## config.mk

```make
export PLATFORM = sky130hd
export DESIGN_NAME = lpf_ctrl
export DESIGN_NICKNAME = d
export VERILOG_FILES = /design/src/hdl/longest_palindrome_finder_core_macros.svh /design/src/hdl/lpf_pkg.sv /design/src/hdl/lpf_ctrl.sv
export SDC_FILE = /design/constraint.sdc
export NUM_CORES = 1
export LEC_CHECK = 0
export BUFFER_PORTS_ARGS = -buffer_cell sky130_fd_sc_hd__buf_4
export CAP_MARGIN = 20
export CELL_PAD_IN_SITES_DETAIL_PLACEMENT = 1
export CELL_PAD_IN_SITES_GLOBAL_PLACEMENT = 1
export CORE_MARGIN = 1.5
export CORE_UTILIZATION = 30
export DETAILED_ROUTE_END_ITERATION = 16
export HOLD_SLACK_MARGIN = 0.05
export PLACE_DENSITY_LB_ADDON = 0.3
export SYNTH_ARGS = -nofsm -noshare
export SYNTH_HDL_FRONTEND = slang
export SYNTH_SLANG_ARGS = --single-unit
export TNS_END_PERCENT = 20
```

## constraint.sdc

```tcl
create_clock -name clk -period 1.5 [get_ports clk]
set_input_delay 0.375 -clock clk [delete_from_list [all_inputs] [get_ports clk]]
set_output_delay 0.375 -clock clk [all_outputs]
set_load 0.005 [all_outputs]
```

## src/hdl/longest_palindrome_finder_core_macros.svh

```systemverilog
// Assertion helpers for the palindrome finder
`ifndef LONGEST_PALINDROME_FINDER_CORE_MACROS_SVH
`define LONGEST_PALINDROME_FINDER_CORE_MACROS_SVH

// same-cycle implication
`define LPF_ASSERT_SAME(label, clk, rst_n, ante, cons) \
    label: assert property (@(posedge clk) disable iff (!rst_n) (ante) |-> (cons)) \
        else $error("lpf: same-cycle check failed");

// next-cycle implication
`define LPF_ASSERT_NEXT(label, clk, rst_n, ante, cons) \
    label: assert property (@(posedge clk) disable iff (!rst_n) (ante) |=> (cons)) \
        else $error("lpf: next-cycle check failed");

`endif

```

## src/hdl/lpf_pkg.sv

```systemverilog
package lpf_pkg;

    localparam int MAX_CHARS_DEF = 1024;
    localparam int CHAR_W        = 8;
    localparam int START_W       = 10;
    localparam int LEN_W         = 11;

    typedef struct packed {
        logic load;
        logic search_init;
        logic pass_init;
        logic gap;
        logic rd_rad;
        logic set_k;
        logic rd_text;
        logic inc_k;
        logic commit;
        logic clear;
    } lpf_cmd_t;

    typedef struct packed {
        logic i_done;
        logic bound_ok;
        logic match;
    } lpf_sts_t;

endpackage

```

## src/hdl/lpf_ctrl.sv

```systemverilog
module lpf_ctrl (
    input  logic              clk,
    input  logic              rst_n,
    input  logic              in_valid,
    input  logic              in_last,
    output logic              in_ready,
    output logic              out_valid,
    input  logic              out_ready,
    input  lpf_pkg::lpf_sts_t sts,
    output lpf_pkg::lpf_cmd_t cmd
);
    import lpf_pkg::*;

    typedef enum logic [2:0] {
        S_LOAD,
        S_PASS,
        S_CENTER,
        S_RADIUS,
        S_EXT,
        S_CMP,
        S_COMMIT,
        S_OUT
    } state_t;

    state_t state_reg, state_next;
    logic   gap_reg, gap_next;
    logic   in_ready_reg, in_ready_next;
    logic   out_valid_reg, out_valid_next;

    always_comb
    begin
        cmd        = '0;
        cmd.gap    = gap_reg;
        state_next = state_reg;
        gap_next   = gap_reg;

        unique case (state_reg)
            S_LOAD:
            begin
                if (in_valid && in_ready_reg)
                begin
                    cmd.load = 1'b1;
                    if (in_last)
                    begin
                        cmd.search_init = 1'b1;
                        gap_next        = 1'b0;
                        state_next      = S_PASS;
                    end
                end
            end
            S_PASS:
            begin
                cmd.pass_init = 1'b1;
                state_next    = S_CENTER;
            end
            S_CENTER:
            begin
                if (sts.i_done)
                begin
                    if (!gap_reg)
                    begin
                        gap_next   = 1'b1;
                        state_next = S_PASS;
                    end
                    else
                    begin
                        state_next = S_OUT;
                    end
                end
                else
                begin
                    cmd.rd_rad = 1'b1;
                    state_next = S_RADIUS;
                end
            end
            S_RADIUS:
            begin
                cmd.set_k  = 1'b1;
                state_next = S_EXT;
            end
            S_EXT:
            begin
                if (sts.bound_ok)
                begin
                    cmd.rd_text = 1'b1;
                    state_next  = S_CMP;
                end
                else
                begin
                    state_next = S_COMMIT;
                end
            end
            S_CMP:
            begin
                if (sts.match)
                begin
                    cmd.inc_k  = 1'b1;
                    state_next = S_EXT;
                end
                else
                begin
                    state_next = S_COMMIT;
                end
            end
            S_COMMIT:
            begin
                cmd.commit = 1'b1;
                state_next = S_CENTER;
            end
            S_OUT:
            begin
                if (out_valid_reg && out_ready)
                begin
                    cmd.clear  = 1'b1;
                    state_next = S_LOAD;
                end
            end
            default:
            begin
                state_next = S_LOAD;
            end
        endcase

        in_ready_next  = state_next == S_LOAD;
        out_valid_next = state_next == S_OUT;
    end

    always_ff @(posedge clk or negedge rst_n)
    begin
        if (!rst_n)
        begin
            state_reg     <= S_LOAD;
            gap_reg       <= 1'b0;
            in_ready_reg  <= 1'b1;
            out_valid_reg <= 1'b0;
        end
        else
        begin
            state_reg     <= state_next;
            gap_reg       <= gap_next;
            in_ready_reg  <= in_ready_next;
            out_valid_reg <= out_valid_next;
        end
    end

    assign in_ready  = in_ready_reg;
    assign out_valid = out_valid_reg;
endmodule

```

==> results of run 1 <==
## cells in the mapped netlist (2+ instances only)
cell type and number:
nor2_1 7, dfrtp_1 5, nand2b_1 4, nand3_1 4, inv_1 3, nand2_1 3, buf_4 2, buf_6 2
nand4_1 2, nor3_2 2
## stage by stage
stage	setup TNS (ns)	instances	hold WS, ns
CTS	-0.361	91	0.425
global route	-1.01	94	0.443
finish	-0.467	94	0.441
global placement	0	82	0.185
detailed placement	0	82	0.186
floorplan	0	47	0.0794
## kinds of logic (layout without fill, tap and decap cells)
kind of cell           Yosys count  after routing
AO/OA/AOI/OAI                    5              5
buffers and inverters            7             39
flip-flops                       6              6
multiplexers                     1              1
AND/OR/NAND/NOR                 28             28
## power by group through the flow
stage | combinational [mW] | sequential (mW) | clock [mW]
6_report | 0.864 | 0.389 | 0.159
4_1_cts | 0.791 | 0.359 | 0.169
3_5_place_dp | 0.635 | 0.367 | 0
3_3_place_gp | 0.620 | 0.368 | 0
5_1_grt | 0.951 | 0.405 | 0.178
2_1_floorplan | 0.470 | 0.308 | 0
## metal layers
layer,up-vias,share of wire
met4,0,0
met5,-,0
li1,227,-
met2,9,0.55
met3,0,0.026
met1,220,0.42
## repair_timing
| action | CTS | global route |
|---|---|---|
| buffers inserted | 4 | 3 |
| gates resized for setup | 11 | 4 |
| hold buffers | 1 | 0 |
| endpoints found under the hold margin | 5 | 0 |
| pin swaps | 3 | 2 |
| endpoints found under the setup margin | 9 | 9 |
## path summary, 6_finish.rpt
kind	from	to	slack, ns	cells past startpoint
worst max-delay path	state_reg[2]	cmd[2]	-0.09	4
worst min-delay path	sts[2]	gap_reg	0.44	2
worst max register to register	state_reg[2]	gap_reg	0	6
worst min register to register	gap_reg	gap_reg	0.61	1
max in group asynchronous	rst_n	in_ready	0.81	2
min in group asynchronous	rst_n	state_reg[0]	0.48	2
## final cells by class
cell class                 instances  area, um2  share of cell area
multi-input combinational         34        245               0.341
timing repair buffer              32        262               0.364
sequential                         6        155               0.216
clock buffer                       4       26.3              0.0366
inverter                           3       11.3              0.0157
tap                               15       18.8              0.0261
==> reports/qor.log, run 1 <==
qor: outcome.status finished, violations left
qor: outcome.failing_checks negative setup slack
qor: routing.routedWlPerCell 13.3 um
qor: routing.post_route_ant_nets 0
qor: final_layout.layout-drive-gt1-share 0.620
qor: power_and_ir_drop.switching_power 0.552 mW
qor: clock_network.cts.clk_slew.worst_paths 0.05 ns
qor: floorplan.initial_core_util 0.320
qor: timing.final.setup.worst_slack -0.0920 ns
qor: worst_setup_path.worstSetupPathType flop to output pin
qor: grt.grt_busiest_layer met2
qor: yosys.synth-edff-count 0
qor: clock_network.clock_tree.htree_level_count 1
qor: yosys.yosysTopAreaCell dfrtp_1
qor: power_and_ir_drop.p_per_area 1960 mW/mm2
qor: yosys.adder_cell_share_of_the_synthesized_area 0
qor: worst_setup_path.critPathArrivalTime 1.22 ns
qor: floorplan.fp.coreArea 0.00130 mm2
qor: timing.max_slew_margin 0.809
qor: timing.max_clock_freq 628 MHz
qor: yosys.synth_seq_area_share 0.363
qor: final_layout.stdcell_area 718 um2
qor: final_layout.largest_register_ff_count 3
qor: yosys.postSynthCellCount 47
qor: yosys.synth_compound_gate_area_share 0.0961
qor: floorplan.die_height 40.3 um
qor: floorplan.num_io_pins 20
qor: worst_setup_path.required 1.12 ns
qor: grt.global_route.overflow_total 0
qor: power_and_ir_drop.totalPowerFinal 1.41 mW
qor: yosys.synth.ff_latch_count 6
qor: power_and_ir_drop.power.switching_fraction 0.391
qor: yosys.dominant_combinational_cell_family_by_area_after_synthesis simple AND/OR/NAND/NOR gates
qor: power_and_ir_drop.internal_power 0.860 mW
qor: grt.use_met3 0.0333
qor: worst_setup_path.worst_setup_path_start_kind flop
qor: routing.drt_iter0_drc 2
qor: flow_run.cap_viol_max_count 0
qor: yosys.post_synth_xor_area_fraction 0
qor: yosys.synth_cell_types 23
qor: timing.min_period 1.59 ns
qor: yosys.synth_async_sr_flop_share 1.00
qor: grt.met1_routing_resource_usage_after_global_routing 0.228
qor: final_layout.mostFrequentLayoutCell buf_4
qor: clock_network.clock_tree.root_cell clkbuf_4
qor: worst_setup_path.path_cells buf_6 -> and2_4 -> nor2b_1 -> buf_4
qor: worst_setup_path.critical_path.top_delay_family flip-flops
qor: yosys.synth_ff_type dfrtp_1
qor: yosys.syn_nets 55
qor: power_and_ir_drop.power_frac_seq 0.276
qor: placement.place.port_buffers 19
qor: routing.detailroute.via_count 456
qor: worst_setup_path.slowest_delay 0.46 ns
qor: worst_setup_path.timing.critical_path.slowest_stage_cell dfrtp_2
qor: worst_hold_path.holdCritPathClass input port to flop
qor: final_layout.finished_core_util 0.552
qor: placement.setup_slack_after_placement 0.130 ns
qor: final_layout.layout_stage_area_growth_over_the_synthesis_result 72.4%
qor: clock_network.clock_sinks 6
qor: grt.met2_usage_grt 0.274
qor: placement.gp_routability_congestion 0.800
qor: yosys.area_contributors_post_synth dfrtp_1, dfstp_2, nor2_1, nand2b_1, buf_6
qor: power_and_ir_drop.vdd.ir_drop.worst 0.000979 V
qor: worst_setup_path.critical_path.endpoint_type output pin
qor: floorplan.chipWidth 40.3 um
qor: timing.unrepaired_setup_endpoints_after_global_routing true
qor: grt.grt_max_degree 9
qor: grt.antenna_found_initial 0
qor: timing.fin_skew 0.00462 ns
qor: clock_network.tritoncts yes
qor: timing.final_hold_viol_count 0
qor: final_layout.mostFrequentLayoutCells buf_4, nor2_1, buf_6
qor: placement.placement.cell_area 578 um2
qor: placement.post-dp-hpwl 865 um
qor: yosys.synth_mux_area_frac 0.0270
qor: grt.grtUsageTotal 0.177
qor: routing.drt_drc_violations_left 0
qor: grt.first_global_vias 417
qor: timing.layout_worst_path_cycle_share 1.06
qor: floorplan.placementRows 13
qor: timing.finalSetupViolCount 9
qor: yosys.syn_avg_cell_area 8.86 um2
qor: power_and_ir_drop.power.leakage 0.353 nW
qor: routing.route.final.wire_length 1250 um
qor: power_and_ir_drop.power.combinational.fraction 0.612
qor: yosys.yosys_warnings 0
qor: yosys.synth_simple_gate_area_share 0.396
qor: routing.first_pass_iters 3
qor: yosys.synth_top_area_frac 0.300
qor: final_layout.design.final.nets 88
qor: worst_setup_path.worstPathBufferInverterCount 2
qor: timing.final_max_slew_viol_count 0
qor: yosys.post_synth_instance_area 417 um2
qor: power_and_ir_drop.clock_power_frac 0.112
qor: grt.grt_pass1_wl 1830 um
qor: worst_setup_path.crit_fanout 6
qor: final_layout.filler_cell_count 162
qor: clock_network.clk_path_buf_depth 2
qor: clock_network.insertion_delay 0.24 ns
qor: timing.timing_worst_slew_pin_value 0.287 ns
qor: floorplan.die_outline_area 0.00162 mm2
qor: routing.routed_via_density 4.85
qor: clock_network.tritoncts.num_buffers 3
qor: final_layout.antenna_cells 0
No activity file was read; power rests on OpenSTA's default activity.
==> run 2, diff against run 1 <==
--- a/config.mk
+++ b/config.mk
@@ -14,6 +14,7 @@
 export DETAILED_ROUTE_END_ITERATION = 16
 export HOLD_SLACK_MARGIN = 0.05
 export PLACE_DENSITY_LB_ADDON = 0.3
+export SKIP_LAST_GASP = 1
 export SYNTH_ARGS = -nofsm -noshare
 export SYNTH_HDL_FRONTEND = slang
 export SYNTH_SLANG_ARGS = --single-unit
==> run 2 against run 1 <==
The run still ends with negative setup slack left. Worst hold slack worse by 0.00059 ns. Highest routed layer unchanged. Combinational power down 7.1%. Via count down 1.8%. First-iteration DRC count up 50%. Clock-buffer cell count unchanged. Routed wire length down 6.8%. Die area unchanged. Power down 4.9%. Clock skew unchanged.
==> reports/qor.log, run 2 (synthesis gave the netlist of run 1 again) <==
qor: placement.place.port_buffers 19
qor: placement.setup_slack_after_placement 0.130 ns
qor: routing.route.final.wire_length 1170 um
qor: power_and_ir_drop.power.combinational.fraction 0.598
qor: clock_network.cts.clk_slew.worst_paths 0.05 ns
qor: floorplan.die_outline_area 0.00162 mm2
qor: worst_setup_path.worst_setup_path_start_kind flop
qor: timing.min_period 1.59 ns
qor: worst_setup_path.worstPathBufferInverterCount 4
qor: worst_setup_path.critPathArrivalTime 1.22 ns
qor: clock_network.clock_tree.root_cell clkbuf_4
qor: clock_network.insertion_delay 0.24 ns
qor: clock_network.tritoncts.num_buffers 3
qor: floorplan.die_height 40.3 um
qor: timing.final_hold_viol_count 0
qor: placement.post-dp-hpwl 865 um
qor: timing.finalSetupViolCount 8
qor: clock_network.clk_path_buf_depth 2
qor: power_and_ir_drop.switching_power 0.520 mW
qor: power_and_ir_drop.vdd.ir_drop.worst 0.000937 V
qor: worst_hold_path.holdCritPathClass input port to flop
qor: clock_network.clock_tree.htree_level_count 1
qor: worst_setup_path.crit_fanout 6
qor: final_layout.layout.cells.non_filler 93
qor: final_layout.mostFrequentLayoutCells buf_4, nor2_1, nand2b_1, nand3_1
qor: final_layout.filler_cell_count 167
qor: outcome.status finished, violations left
qor: floorplan.chipWidth 40.3 um
qor: routing.routed_via_density 4.82
qor: grt.grtUsageTotal 0.176
qor: routing.post_route_ant_nets 0
qor: routing.detailroute.via_count 448
qor: clock_network.tritoncts yes
qor: floorplan.num_io_pins 20
qor: clock_network.clock_sinks 6
qor: power_and_ir_drop.power_frac_seq 0.283
qor: power_and_ir_drop.p_per_area 1950 mW/mm2
qor: grt.grt_max_degree 9
qor: power_and_ir_drop.internal_power 0.821 mW
qor: power_and_ir_drop.power.switching_fraction 0.388
qor: worst_setup_path.slowest_delay 0.46 ns
qor: power_and_ir_drop.power.leakage 0.343 nW
qor: grt.antenna_found_initial 0
qor: floorplan.fp.coreArea 0.00130 mm2
qor: worst_setup_path.critical_path.endpoint_type output pin
qor: timing.timing_worst_slew_pin_value 0.278 ns
qor: final_layout.largest_register_ff_count 3
qor: final_layout.antenna_cells 0
qor: floorplan.placementRows 13
qor: placement.gp_routability_congestion 0.800
qor: placement.placement.cell_area 578 um2
qor: worst_setup_path.timing.critical_path.slowest_stage_cell dfrtp_2
qor: power_and_ir_drop.clock_power_frac 0.118
qor: timing.final.setup.worst_slack -0.0933 ns
qor: routing.first_pass_iters 4
qor: worst_setup_path.critical_path.top_delay_family flip-flops
qor: timing.layout_worst_path_cycle_share 1.06
qor: timing.max_slew_margin 0.815
qor: final_layout.stdcell_area 689 um2
qor: timing.unrepaired_setup_endpoints_after_global_routing true
qor: timing.setup_total_negative_slack -0.520 ns
qor: grt.first_global_vias 424
qor: worst_setup_path.worstSetupPathType flop to output pin
qor: final_layout.mostFrequentLayoutCell buf_4
qor: final_layout.layout_stage_area_growth_over_the_synthesis_result 65.5%
qor: final_layout.design.final.nets 87
qor: worst_setup_path.required 1.12 ns
qor: timing.final_max_slew_viol_count 0
qor: routing.drt_drc_violations_left 0
qor: outcome.failing_checks negative setup slack
qor: worst_setup_path.critical-path-top-cell-by-count buf_4
qor: floorplan.initial_core_util 0.320
qor: grt.grt_pass1_wl 1810 um
qor: grt.global_route.overflow_total 0
qor: timing.fin_skew 0.00462 ns
qor: flow_run.cap_viol_max_count 0
qor: worst_setup_path.path_cells buf_6 -> buf_4 -> nand3_4 -> inv_1 -> buf_4
qor: timing.max_clock_freq 628 MHz
qor: routing.drt_iter0_drc 3
qor: placement.numPlacedInstances 82
qor: timing.hold_ws 0.440 ns
qor: final_layout.layout-drive-gt1-share 0.577
qor: routing.routedWlPerCell 12.5 um
run 2: path summary, 6_finish.rpt:
kind,slack (ns),from,cells after the start,end
max,-0.09,state_reg[2],5,cmd[3]
min,0.44,sts[2],2,gap_reg
max reg2reg,0.13,state_reg[2],5,gap_reg
min reg2reg,0.61,gap_reg,1,gap_reg
max in group asynchronous,0.81,rst_n,2,in_ready
min in group asynchronous,0.48,rst_n,2,state_reg[0]
run 2: worst register-to-register path, delay by kind of cell, from the launching register on:
family / cells / cell delay [ns]
flops: 1 / 0.46
simple gates: 2 / 0.33
buf+inv: 2 / 0.28
compound gates: 1 / 0.19
run 2: timing repair:
item / in CTS / in global routing
buffers inserted: 4 / 2
hold buffers: 1 / 0
pin swaps: 2 / 0
gates resized for setup: 7 / 2
hold endpoints to repair: 5 / 0
endpoints found under the setup margin: 9 / 9
run 2: area by class of cell:
type	instances	area, um2	area share
multi-input combinational	34	235	0.341
tap	15	18.8	0.0272
clock buffer	4	26.3	0.0381
sequential	6	155	0.225
inverter	3	11.3	0.0163
timing repair buffer	31	243	0.352
run 2: metrics by stage:
stage           util  power, mW
2_1_floorplan      -      0.778
3_5_place_dp   0.444       1.00
6_report       0.530       1.34
5_1_grt        0.530       1.47
4_1_cts        0.512       1.28
3_3_place_gp   0.444      0.988
run 2: per-layer routing:
layer  wire length (um)  GRT usage  share of wire
met5                  0          0              0
met4                  0      0.100              0
met3                 39     0.0333          0.033
met2                631      0.278           0.54
met1                495      0.221           0.42
run 2: power by group through the flow:
| stage | clock [mW] | sequential [mW] | combinational (mW) |
|---|---|---|---|
| CTS | 0.169 | 0.358 | 0.753 |
| detailed placement | 0 | 0.367 | 0.635 |
| floorplan | 0 | 0.308 | 0.470 |
| global route | 0.178 | 0.401 | 0.894 |
| finish | 0.159 | 0.380 | 0.803 |
| global placement | 0 | 0.368 | 0.620 |
